### src/design/ssd_pkg.sv
// Shared types and constants for the descending selection sort block.
// Holds the item word, the controller command and status structs.
// No dependencies.
package ssd_pkg;

    localparam int DEFAULT_MAX_ITEMS = 16;
    localparam int KEY_W             = 16;
    localparam int TAG_W             = 8;

    typedef struct packed {
        logic [KEY_W-1:0] key;
        logic [TAG_W-1:0] tag;
    } ssd_item_t;

    typedef struct packed {
        logic store;
        logic start;
        logic rd_pos;
        logic cap_pos;
        logic scan_step;
        logic swap_a;
        logic swap_b;
        logic emit_rd;
        logic emit_load;
    } ssd_cmd_t;

    typedef struct packed {
        logic n_lt2;
        logic scan_done;
        logic pos_last;
        logic emit_last;
        logic out_free;
    } ssd_sts_t;

endpackage

### src/design/ssd_ifs.sv
// Valid/ready channel interfaces for the input items and the sorted results.
// Depends on ssd_pkg for the field widths.
interface ssd_in_if
    import ssd_pkg::*;
();
    logic             valid;
    logic             ready;
    logic [KEY_W-1:0] sort_key;
    logic [TAG_W-1:0] item_tag;
    logic             last_item;

    modport source (output valid, output sort_key, output item_tag, output last_item,
                    input ready);
    modport sink   (input valid, input sort_key, input item_tag, input last_item,
                    output ready);
endinterface

interface ssd_out_if
    import ssd_pkg::*;
();
    logic             valid;
    logic             ready;
    logic [KEY_W-1:0] sorted_key;
    logic [TAG_W-1:0] sorted_tag;
    logic             last_result;
    logic             overflowed;

    modport source (output valid, output sorted_key, output sorted_tag,
                    output last_result, output overflowed, input ready);
    modport sink   (input valid, input sorted_key, input sorted_tag,
                    input last_result, input overflowed, output ready);
endinterface

### src/design/ssd_ctrl.sv
// Sequencing state machine for loading, sorting and emitting a set.
// Depends on ssd_pkg for the command and status structs.
module ssd_ctrl
    import ssd_pkg::*;
(
    input  logic     clk,
    input  logic     rst_n,
    input  logic     in_valid,
    input  logic     in_last,
    output logic     in_ready,
    input  ssd_sts_t sts,
    output ssd_cmd_t cmd
);

    typedef enum logic [8:0] {
        ST_LOAD     = 9'b000000001,
        ST_START    = 9'b000000010,
        ST_RD_POS   = 9'b000000100,
        ST_CAP_POS  = 9'b000001000,
        ST_SCAN     = 9'b000010000,
        ST_SWAP_A   = 9'b000100000,
        ST_SWAP_B   = 9'b001000000,
        ST_EMIT_RD  = 9'b010000000,
        ST_EMIT_CAP = 9'b100000000
    } state_t;

    state_t state_reg, state_next;

    always_comb
    begin
        state_next = state_reg;
        cmd        = '0;
        in_ready   = 1'b0;
        case (state_reg)
            ST_LOAD:
            begin
                in_ready  = 1'b1;
                cmd.store = in_valid;
                if (in_valid && in_last)
                begin
                    state_next = ST_START;
                end
            end
            ST_START:
            begin
                cmd.start  = 1'b1;
                state_next = sts.n_lt2 ? ST_EMIT_RD : ST_RD_POS;
            end
            ST_RD_POS:
            begin
                cmd.rd_pos = 1'b1;
                state_next = ST_CAP_POS;
            end
            ST_CAP_POS:
            begin
                cmd.cap_pos = 1'b1;
                state_next  = ST_SCAN;
            end
            ST_SCAN:
            begin
                cmd.scan_step = 1'b1;
                if (sts.scan_done)
                begin
                    state_next = ST_SWAP_A;
                end
            end
            ST_SWAP_A:
            begin
                cmd.swap_a = 1'b1;
                state_next = ST_SWAP_B;
            end
            ST_SWAP_B:
            begin
                cmd.swap_b = 1'b1;
                state_next = sts.pos_last ? ST_EMIT_RD : ST_RD_POS;
            end
            ST_EMIT_RD:
            begin
                cmd.emit_rd = 1'b1;
                state_next  = ST_EMIT_CAP;
            end
            ST_EMIT_CAP:
            begin
                if (sts.out_free)
                begin
                    cmd.emit_load = 1'b1;
                    state_next    = sts.emit_last ? ST_LOAD : ST_EMIT_RD;
                end
            end
            default:
            begin
                state_next = ST_LOAD;
            end
        endcase
    end

    always_ff @(posedge clk or negedge rst_n)
    begin
        if (!rst_n)
        begin
            state_reg <= ST_LOAD;
        end
        else
        begin
            state_reg <= state_next;
        end
    end

endmodule

### src/design/ssd_datapath.sv
// Item store, selection scan registers and output register of the sorter.
// Depends on ssd_pkg and the ssd_out_if channel interface.
module ssd_datapath
    import ssd_pkg::*;
#(
    parameter int MAX_ITEMS = DEFAULT_MAX_ITEMS
)
(
    input  logic             clk,
    input  logic             rst_n,
    input  logic [KEY_W-1:0] in_key,
    input  logic [TAG_W-1:0] in_tag,
    input  ssd_cmd_t         cmd,
    output ssd_sts_t         sts,
    ssd_out_if.source        results
);

    localparam int IDX_W = (MAX_ITEMS > 1) ? $clog2(MAX_ITEMS) : 1;
    localparam int CNT_W = $clog2(MAX_ITEMS + 1);
    localparam int EXT_W = CNT_W + 1;

    ssd_item_t key_tag_mem [MAX_ITEMS];

    logic [CNT_W-1:0] count_reg, count_next;
    logic             drop_reg, drop_next;
    logic [CNT_W-1:0] pos_reg, pos_next;
    logic [CNT_W-1:0] scan_reg, scan_next;
    logic [CNT_W-1:0] k_reg, k_next;
    logic [IDX_W-1:0] cmp_idx_reg, cmp_idx_next;
    logic [IDX_W-1:0] best_idx_reg, best_idx_next;
    ssd_item_t        best_reg, best_next;
    ssd_item_t        pos_word_reg, pos_word_next;
    ssd_item_t        rd_word_reg;
    logic             out_vld_reg, out_vld_next;
    ssd_item_t        out_word_reg, out_word_next;
    logic             out_last_reg, out_last_next;
    logic             out_ovf_reg, out_ovf_next;

    logic             full;
    logic             we;
    logic [IDX_W-1:0] waddr;
    ssd_item_t        wdata;
    logic             re;
    logic [IDX_W-1:0] raddr;

    assign full          = (count_reg == CNT_W'(MAX_ITEMS));
    assign sts.n_lt2     = (count_reg < CNT_W'(2));
    assign sts.scan_done = (scan_reg == count_reg);
    assign sts.pos_last  = ((EXT_W'(pos_reg) + EXT_W'(2)) >= EXT_W'(count_reg));
    assign sts.emit_last = ((EXT_W'(k_reg) + EXT_W'(1)) == EXT_W'(count_reg));
    assign sts.out_free  = !out_vld_reg || results.ready;

    always_comb
    begin
        count_next    = count_reg;
        drop_next     = drop_reg;
        pos_next      = pos_reg;
        scan_next     = scan_reg;
        k_next        = k_reg;
        cmp_idx_next  = cmp_idx_reg;
        best_idx_next = best_idx_reg;
        best_next     = best_reg;
        pos_word_next = pos_word_reg;
        out_vld_next  = out_vld_reg;
        out_word_next = out_word_reg;
        out_last_next = out_last_reg;
        out_ovf_next  = out_ovf_reg;
        we            = 1'b0;
        waddr         = '0;
        wdata         = best_reg;
        re            = 1'b0;
        raddr         = '0;

        if (cmd.store)
        begin
            if (full)
            begin
                drop_next = 1'b1;
            end
            else
            begin
                we         = 1'b1;
                waddr      = count_reg[IDX_W-1:0];
                wdata.key  = in_key;
                wdata.tag  = in_tag;
                count_next = count_reg + CNT_W'(1);
            end
        end
        if (cmd.start)
        begin
            pos_next = '0;
            k_next   = '0;
        end
        if (cmd.rd_pos)
        begin
            re        = 1'b1;
            raddr     = pos_reg[IDX_W-1:0];
            scan_next = pos_reg + CNT_W'(1);
        end
        if (cmd.cap_pos)
        begin
            pos_word_next = rd_word_reg;
            best_next     = rd_word_reg;
            best_idx_next = pos_reg[IDX_W-1:0];
            re            = 1'b1;
            raddr         = scan_reg[IDX_W-1:0];
            cmp_idx_next  = scan_reg[IDX_W-1:0];
            scan_next     = scan_reg + CNT_W'(1);
        end
        if (cmd.scan_step)
        begin
            if (rd_word_reg.key > best_reg.key)
            begin
                best_next     = rd_word_reg;
                best_idx_next = cmp_idx_reg;
            end
            if (!sts.scan_done)
            begin
                re           = 1'b1;
                raddr        = scan_reg[IDX_W-1:0];
                cmp_idx_next = scan_reg[IDX_W-1:0];
                scan_next    = scan_reg + CNT_W'(1);
            end
        end
        if (cmd.swap_a)
        begin
            we    = 1'b1;
            waddr = pos_reg[IDX_W-1:0];
            wdata = best_reg;
        end
        if (cmd.swap_b)
        begin
            we       = 1'b1;
            waddr    = best_idx_reg;
            wdata    = pos_word_reg;
            pos_next = pos_reg + CNT_W'(1);
        end
        if (cmd.emit_rd)
        begin
            re    = 1'b1;
            raddr = k_reg[IDX_W-1:0];
        end

        if (cmd.emit_load)
        begin
            out_vld_next  = 1'b1;
            out_word_next = rd_word_reg;
            out_last_next = sts.emit_last;
            out_ovf_next  = sts.emit_last && drop_reg;
            k_next        = k_reg + CNT_W'(1);
            if (sts.emit_last)
            begin
                count_next = '0;
                drop_next  = 1'b0;
            end
        end
        else if (results.ready)
        begin
            out_vld_next = 1'b0;
        end
    end

    always_ff @(posedge clk)
    begin
        if (we)
        begin
            key_tag_mem[waddr] <= wdata;
        end
        if (re)
        begin
            rd_word_reg <= key_tag_mem[raddr];
        end
    end

    always_ff @(posedge clk or negedge rst_n)
    begin
        if (!rst_n)
        begin
            count_reg   <= '0;
            drop_reg    <= 1'b0;
            out_vld_reg <= 1'b0;
        end
        else
        begin
            count_reg   <= count_next;
            drop_reg    <= drop_next;
            out_vld_reg <= out_vld_next;
        end
    end

    always_ff @(posedge clk)
    begin
        pos_reg      <= pos_next;
        scan_reg     <= scan_next;
        k_reg        <= k_next;
        cmp_idx_reg  <= cmp_idx_next;
        best_idx_reg <= best_idx_next;
        best_reg     <= best_next;
        pos_word_reg <= pos_word_next;
        out_word_reg <= out_word_next;
        out_last_reg <= out_last_next;
        out_ovf_reg  <= out_ovf_next;
    end

    assign results.valid       = out_vld_reg;
    assign results.sorted_key  = out_word_reg.key;
    assign results.sorted_tag  = out_word_reg.tag;
    assign results.last_result = out_last_reg;
    assign results.overflowed  = out_ovf_reg;

endmodule

### src/design/selection_sort_descending.sv
// Loading accepts every valid beat; the last beat is followed by the start step.
// Sorting n items visits each position p below n - 1: it reads entry p, then the scan
// reads the entries above p one entry per cycle for the largest key and swaps it into p.
// Each result is read from the store, then loaded into the output register when free.
// Reset clears the item count, the drop flag and the output valid; the store holds
// no reset value and only entries written in the current set are read.
module selection_sort_descending
    import ssd_pkg::*;
#(
    parameter int MAX_ITEMS = DEFAULT_MAX_ITEMS
)
(
    input  logic      clk,
    input  logic      rst_n,
    ssd_in_if.sink    items,
    ssd_out_if.source results
);

    ssd_cmd_t cmd;
    ssd_sts_t sts;
    logic     in_ready;

    assign items.ready = in_ready;

    ssd_ctrl u_ctrl (
        .clk      (clk),
        .rst_n    (rst_n),
        .in_valid (items.valid),
        .in_last  (items.last_item),
        .in_ready (in_ready),
        .sts      (sts),
        .cmd      (cmd)
    );

    ssd_datapath #(
        .MAX_ITEMS (MAX_ITEMS)
    ) u_datapath (
        .clk     (clk),
        .rst_n   (rst_n),
        .in_key  (items.sort_key),
        .in_tag  (items.item_tag),
        .cmd     (cmd),
        .sts     (sts),
        .results (results)
    );

endmodule
### src/flat_wrapper.sv
// flat-port wrapper written by rule: the top's interface ports become plain ports
module selection_sort_descending_flat import ssd_pkg::*;
#(
    parameter int MAX_ITEMS = DEFAULT_MAX_ITEMS
)
  (clk, rst_n, items_valid, items_sort_key, items_item_tag, items_last_item, items_ready, results_valid, results_sorted_key, results_sorted_tag, results_last_result, results_overflowed, results_ready);
  ssd_in_if items_i ();
  ssd_out_if results_i ();
  input  logic clk;
  input  logic rst_n;
  input wire logic [$bits(items_i.valid)-1:0] items_valid;
  input wire logic [$bits(items_i.sort_key)-1:0] items_sort_key;
  input wire logic [$bits(items_i.item_tag)-1:0] items_item_tag;
  input wire logic [$bits(items_i.last_item)-1:0] items_last_item;
  output wire logic [$bits(items_i.ready)-1:0] items_ready;
  output wire logic [$bits(results_i.valid)-1:0] results_valid;
  output wire logic [$bits(results_i.sorted_key)-1:0] results_sorted_key;
  output wire logic [$bits(results_i.sorted_tag)-1:0] results_sorted_tag;
  output wire logic [$bits(results_i.last_result)-1:0] results_last_result;
  output wire logic [$bits(results_i.overflowed)-1:0] results_overflowed;
  input wire logic [$bits(results_i.ready)-1:0] results_ready;
  assign items_i.valid = items_valid;
  assign items_i.sort_key = items_sort_key;
  assign items_i.item_tag = items_item_tag;
  assign items_i.last_item = items_last_item;
  assign items_ready = items_i.ready;
  assign results_valid = results_i.valid;
  assign results_sorted_key = results_i.sorted_key;
  assign results_sorted_tag = results_i.sorted_tag;
  assign results_last_result = results_i.last_result;
  assign results_overflowed = results_i.overflowed;
  assign results_i.ready = results_ready;
  selection_sort_descending #(.MAX_ITEMS(MAX_ITEMS)) u_core (.clk(clk), .rst_n(rst_n), .items(items_i), .results(results_i));
endmodule
### config.mk
export PLATFORM = sky130hd
export DESIGN_NAME = selection_sort_descending_flat
export DESIGN_NICKNAME = d
export VERILOG_FILES = /design/src/design/ssd_pkg.sv /design/src/design/ssd_ifs.sv /design/src/design/ssd_ctrl.sv /design/src/design/ssd_datapath.sv /design/src/design/selection_sort_descending.sv /design/src/flat_wrapper.sv
export SDC_FILE = /design/constraint.sdc
export NUM_CORES = 1
export LEC_CHECK = 0
export BUFFER_PORTS_ARGS = -buffer_cell sky130_fd_sc_hd__buf_2
export CORE_MARGIN = 2
export CORE_UTILIZATION = 50
export CTS_CLUSTER_SIZE = 8
export DETAILED_ROUTE_END_ITERATION = 10
export PLACE_DENSITY_LB_ADDON = 0.1
export RECOVER_POWER = 50
export SETUP_SLACK_MARGIN = 0.02
export SYNTH_ARGS = -nofsm -noshare
export SYNTH_HDL_FRONTEND = slang
export SYNTH_SLANG_ARGS = --single-unit
### constraint.sdc
create_clock -name clk -period 3.75 [get_ports clk]
set_clock_uncertainty 0.15 [all_clocks]
set_input_delay 1.125 -clock clk [delete_from_list [all_inputs] [get_ports clk]]
set_output_delay 1.125 -clock clk [all_outputs]
set_load 0.01 [all_outputs]
; After elaboration in Yosys (flattened, before gate mapping)
; Memories as Yosys holds them, arrays and structs flattened. A register that Yosys moved wholly into a read port is not among the register bits.
; Cells that the tools add are included.
[word_totals]
n_memories = 1
latchBits = 0
output_inout_bits = 28
register_bits = 113
mem_bits_rw = 384
in_bits = 29
romBits = 0
word_cells = 118
[op_classes]
shift = 0
bitwise = 0
muxes = 68
eq_ne = 15
add_sub_neg = 6
div_mod_pow = 0
multipliers = 0
n_lt_le_gt_ge = 3
n_reduce_logical = 8
[mem_list]
columns = name, words, word_bits, read_ports, rd_ports_with_merged_regs, write_ports, line
row1 = u_core.u_datapath.key_tag_mem, 16, 24, 1, 1, 1, ssd_datapath.sv:22  ; ssd_item_t key_tag_mem [MAX_ITEMS];
[ops]
columns = cell, n
row1 = 24-bit 2-to-1 mux, 7
row2 = 9-bit case mux with 9 select lines, 1
row3 = 4-bit 2-to-1 mux, 15
row4 = 5-bit 2-to-1 mux, 11
row5 = 1-bit 2-to-1 mux, 28
row6 = 9-bit 2-to-1 mux, 3
row7 = 8-bit 2-to-1 mux, 3
row8 = 5-bit by 1-bit adder with 5-bit output (second input constant), 4
row9 = 16-bit > comparator, 1
row10 = 9-bit by 1-bit equality test with 1-bit output (second input constant), 1
row11 = 9-bit by 2-bit equality test with 1-bit output (second input constant), 1
row12 = 9-bit by 3-bit equality test with 1-bit output (second input constant), 1
row13 = 9-bit by 4-bit equality test with 1-bit output (second input constant), 1
row14 = 9-bit by 5-bit equality test with 1-bit output (second input constant), 1
row15 = 9-bit by 6-bit equality test with 1-bit output (second input constant), 1
row16 = 9-bit by 7-bit equality test with 1-bit output (second input constant), 1
row17 = 9-bit by 8-bit equality test with 1-bit output (second input constant), 1
row18 = 9-bit equality test (second input constant), 1
row19 = 5-bit by 1-bit adder with 6-bit output (second input constant), 1
row20 = 5-bit by 2-bit adder with 6-bit output (second input constant), 1
row21 = 6-bit by 5-bit equality test with 1-bit output, 1
row22 = 6-bit by 5-bit >= comparator with 1-bit output, 1
row23 = 2-bit nonzero test, 3
row24 = 5-bit equality test, 1
row25 = other kinds (8), 10

; Depth between registers and ports, before layout
[logic_depth]
word_depth = 7
depth_mapped = 12

; Cells and area by module
; From an unflattened synthesis, not the netlist that was laid out.
[unflattened]
hier_cells = 1573
hier_area_um2 = 21912.3
[modules_own_cells]
columns = module, seq_area_each_um2, cells_each, area_each_um2, n_inst
row1 = ssd_datapath, 14969.4, 1497, 21239.1, 1
row2 = ssd_ctrl, 226.5, 76, 673.1, 1

; Worst setup path before layout
; OpenSTA, ideal clock, no wires.
[synth_timing]
path_kind = input port to flip-flop
startpoint = input items_valid
endpoint = memory u_core.u_datapath.key_tag_mem[0][0] in the netlist's numbering (enable)
setup_slack_ps = -196
required_ps = 3195
n_path_buf = 2
stages = 7
arrival_time_ps = 3391
path_cell_list = and4b_1 -> buf_2 -> and2_1 -> buf_2 -> a222oi_1 -> nand2_1 -> nor2_1
[synth_between]
elab_chain_cells = 6
word_cells_on_any_way = 9
classes_between = 9 x mux
[synth_lines]
columns = item, line
row1 = "start, declared", flat_wrapper.sv:11  ; input wire logic [$bits(items_i.valid)-1:0] items_valid;
row2 = 1-bit 2-to-1 mux *, ssd_ctrl.sv:34  ; case (state_reg)
row3 = 1-bit 2-to-1 mux, ssd_datapath.sv:74  ; if (cmd.store)
row4 = 1-bit 2-to-1 mux, ssd_datapath.sv:125  ; if (cmd.swap_a)
row5 = 1-bit 2-to-1 mux, ssd_datapath.sv:131  ; if (cmd.swap_b)
row6 = 1-bit 2-to-1 mux, ssd_datapath.sv:165  ; if (we)
row7 = 1-bit 2-to-1 mux (implied by the code), ssd_datapath.sv:167  ; key_tag_mem[waddr] <= wdata;
row8 = "end, declared", ssd_datapath.sv:22
; Mark *: on every way between the ends. The rest lies on a longest branch, timed or not.

; Final worst setup path
[layout_timing]
startpoint = register u_core.u_ctrl.state_reg[5]
endpoint = register, netlist name u_core.u_datapath.rd_word_reg[7]
[layout_between]
elab_chain_cells = 7
word_cells_on_any_way = 18
classes_between = 4 x eq/ne / 14 x mux
[layout_lines]
columns = item, line
row1 = "start, declared", ssd_ctrl.sv:27  ; state_t state_reg, state_next;
row2 = "start signal, assigned", ssd_ctrl.sv:105  ; state_reg <= state_next;
row3 = 9-bit by 3-bit equality test with 1-bit output, ssd_ctrl.sv:34
row4 = 1-bit 2-to-1 mux, ssd_ctrl.sv:34
row5 = 4-bit 2-to-1 mux or 1-bit 2-to-1 mux (tied branches), ssd_datapath.sv:94  ; if (cmd.rd_pos)
row6 = 4-bit 2-to-1 mux or 1-bit 2-to-1 mux (tied branches), ssd_datapath.sv:100  ; if (cmd.cap_pos)
row7 = 4-bit 2-to-1 mux or 1-bit 2-to-1 mux (tied branches), ssd_datapath.sv:117  ; if (!sts.scan_done)
row8 = 4-bit 2-to-1 mux or 1-bit 2-to-1 mux (tied branches), ssd_datapath.sv:110  ; if (cmd.scan_step)
row9 = 4-bit 2-to-1 mux or 1-bit 2-to-1 mux (tied branches), ssd_datapath.sv:138  ; if (cmd.emit_rd)
; Several ways; a longest one is shown, not always the timed one.
; A chain may end at the register's enable or synchronous reset.

==> results by group <==
Outcome
  • Status: complete, no violations

Yosys
  • Synth area leaders: edfxtp_1, dfxtp_1, nand2_1
  • Yosys warns: 0
  • Synth cell count leaders: edfxtp_1, nand2_1, a21boi_0
  • Number of synthesized flops with an enable pin: about 470
  • Post-synth ARST share: under 10%
  • Synth Flop Type: edfxtp_1
  • Area share of the largest cell type after synthesis: about 64%
  • Netlist cell types: 77
  • Biggest area consumer among synthesized cells: edfxtp_1
  • Syn_area_per_cell: between 10 and 15 sq um
  • Most common cell in the synthesized netlist: edfxtp_1
  • Post-Syn Nets: between 1.5k and 2k
  • Yosys reg bits: between 500 and 600
  • Synth Instances: 1529
  • Seq/Total Area, Yosys: 69.4%
  • Post-synthesis cell area: 0.0219 sq mm

Power and ir drop
  • Flop pwr share: approximately 48%
  • Switching Fraction: roughly 23%
  • Sw Pwr: roughly 3300 uW
  • Pwr per Cell Area: ~550 mW/mm^2
  • Internal: about 11000 uW
  • Comb power frac: a little under a tenth
  • Pleak: about 0.009 uW
  • Max VDD drop: roughly 370 uV
  • Clock Power Share: a little over two fifths

Timing
  • Setup TNS: 0 ns
  • Fmax: around 0.27 GHz
  • Max-slew headroom: under 10%
  • Hold_ws: 0.299 ns
  • Setup-failing EPs final: 0
  • Slew Viols, Final: 0
  • Period utilization: a little over nine tenths
  • Final hold viol count: 0
  • Final Critical Period: 3.70 ns
  • Worst-margin pin slew: between 1 and 1.5 ns

Drt
  • Drt pass-1 iters: 5
  • DR DRC count: 0
  • Detailed-route via count: ~14k
  • Vias/cell: roughly 6
  • Wire per inst: 24.3 um
  • DRT antenna net count: 0
  • Final WL: between 50000 and 60000 um
  • Iter 0 DRT Violations: between 1k and 1.5k

GRT
  • Overflow after GRT: 0
  • First-pass GRT wire length: 82600 um
  • Vias in the first global route: ~13k
  • Largest net degree at the start of global routing: 91
  • Gr usage total: between 20% and 30%
  • Initial antenna violation count: 0

Worst setup path
  • Required @ worst endpoint: roughly 4.0 ns
  • Critical Path Sink Type: register
  • Critical path class: register to register
  • Startpoint types: register
  • Critical Path Fanout Max: 76
  • Critical Path AT: roughly 4.0 ns
  • Reg2Reg Depth: 10

Die
  • Initial Util: about half
  • Io pins: 57
  • Die H: 213 um
  • Die area: 0.0455 sq mm
  • Core footprint: 0.0432 sq mm
  • Row count: 76
  • Die W: about 210 um

Layout
  • Number of flip-flops in the largest register: 384
  • Synth-to-Final Area Change: 17.9%
  • Ant diodes: 0
  • Fill cells: about 3.4k
  • Biggest register: u_core.u_datapath.key_tag_mem
  • Final net count: 1753
  • Post-route design area: about 0.026 sq mm
  • Share of layout cells above drive strength 1: between 20% and 30%

Clocking
  • CTS max path bufs: 3
  • CTS root buf: clkbuf_16
  • CTS tree: done
  • Clock Sinks: roughly 520
  • H-tree lvl count: 3
  • Clk pin slew, worst setup/hold paths: 0.05 ns
  • CTS Buf Count: 75
  • Worst-skew pair later-pin latency: just under 0.6 ns
  • Post-CTS Hold Buffers: 0

Place
  • Area after DPL: between 0.02 and 0.025 sq mm
  • GP Congestion: approximately 0.89
  • Post-DP HPWL: roughly 34000 um
  • PortBufs: 56

Flow run
  • Max_cap viols: 0

Min path
  • Hold Path Depth: 2
  • Min-Delay Path Class: register to register
[worst paths after layout]
| kind | from | slack [ns] | end |
|---|---|---|---|
| max reg2reg | u_core.u_ctrl.state_reg[5] | 0.05 | u_core.u_datapath.rd_word_reg[7] |
| max | u_core.u_ctrl.state_reg[5] | 0.05 | u_core.u_datapath.rd_word_reg[7] |
| max in group asynchronous | rst_n | 2.42 | u_core.u_ctrl.state_reg[2] |
| min | u_core.u_datapath.cmp_idx_reg[0] | 0.30 | u_core.u_datapath.cmp_idx_reg[0] |
| min reg2reg | u_core.u_datapath.cmp_idx_reg[0] | 0.30 | u_core.u_datapath.cmp_idx_reg[0] |
| min in group asynchronous | rst_n | 0.48 | u_core.u_ctrl.state_reg[4] |
[cell type report]
class / instances / area (sq um) / area share, %
Clock buffer: 99 / 2030 / 7.87
Clock inverter: 6 / 87.6 / 0.339
Inverter: 30 / 115 / 0.446
Multi-Input combinational cell: 871 / 6140 / 23.8
Sequential cell: 521 / 15200 / 58.9
Tap cell: 585 / 732 / 2.84
Timing Repair Buffer: 197 / 1510 / 5.84
[metal layers]
layer | part of all wire, % | vias up | global-route usage, % | wire length (um)
met1 | 46 | 7059 | 36.8 | 25600
li1 | - | 6276 | - | -
met4 | 2.4 | 0 | 7.78 | 1370
met5 | 0 | - | 0 | 0
met3 | 6.8 | 87 | 4.27 | 3840
met2 | 45 | 534 | 37.2 | 25300
[logic make-up (layout without fill, tap and decap cells)]
logic type / after synthesis / after routing / synth area share (%)
buffers and inverters: 137 / 332 / 3.05
multiplexers: 55 / 55 / 2.65
flip-flops: 521 / 521 / 69.4
adder cells (fa/ha/maj): 28 / 28 / 1.60
AND/OR/NAND/NOR: 336 / 336 / 7.12
XOR/XNOR: 21 / 21 / 0.840
AO/OA/AOI/OAI: 431 / 431 / 15.3
[power by group through the flow]
stage	combinational, uW	sequential (uW)	clock (uW)
final	1340	6830	6130
after global routing	1460	6840	6470
after CTS	1380	6820	6250
after detailed placement	1370	6930	0
after global placement	1350	6920	0
after floorplan	744	6930	0
[placed cells by master (no fill, tap or decap), types with 24 or more instances in the layout]
cell | Yosys | layout
edfxtp_1 | 468 | 468
nand2_1 | 188 | 187
a21boi_0 | 84 | 84
buf_4 | 8 | 83
clkbuf_16 | 0 | 79
a21oi_1 | 70 | 70
clkbuf_1 | 56 | 58
a31oi_1 | 53 | 53
nor2_1 | 49 | 38
dfxtp_1 | 37 | 37
o21ai_0 | 35 | 36
buf_2 | 31 | 32
mux2i_1 | 31 | 31
a32oi_1 | 30 | 30
inv_1 | 28 | 29
and3_1 | 29 | 29
a31o_2 | 29 | 29
o32ai_1 | 30 | 28
ha_1 | 28 | 28
mux2_2 | 24 | 24
[per-stage QoR]
stage | utilization (%) | power, uW | cells | worst slack [ns]
floorplan | - | 7670 | 1529 | -0.196
global placement | 55.2 | 8270 | 2199 | 0.172
detailed placement | 55.2 | 8300 | 2199 | 0.157
CTS | 60.1 | 14500 | 2304 | 0.136
global route | 59.8 | 14800 | 2309 | -0.00156
finish | 59.8 | 14300 | 2309 | 0.0474
[repair_timing]
item,CTS,global route
buffers inserted,0,4
hold endpoints to repair,0,0
setup endpoints to repair,0,8
gates resized for setup,0,6
[worst max-delay path, stage by stage (launching register included)]
cell      delay [ns]
dfrtp_1         0.37
clkbuf_1        0.13
or4_1           0.59
nor4b_4         0.46
a22oi_2         0.24
buf_12          0.25
nand2_4         0.16
buf_16          0.28
a21oi_1         0.14
o32ai_1         0.49
a221o_1         0.19
Power figures use the tool's default switching activity.
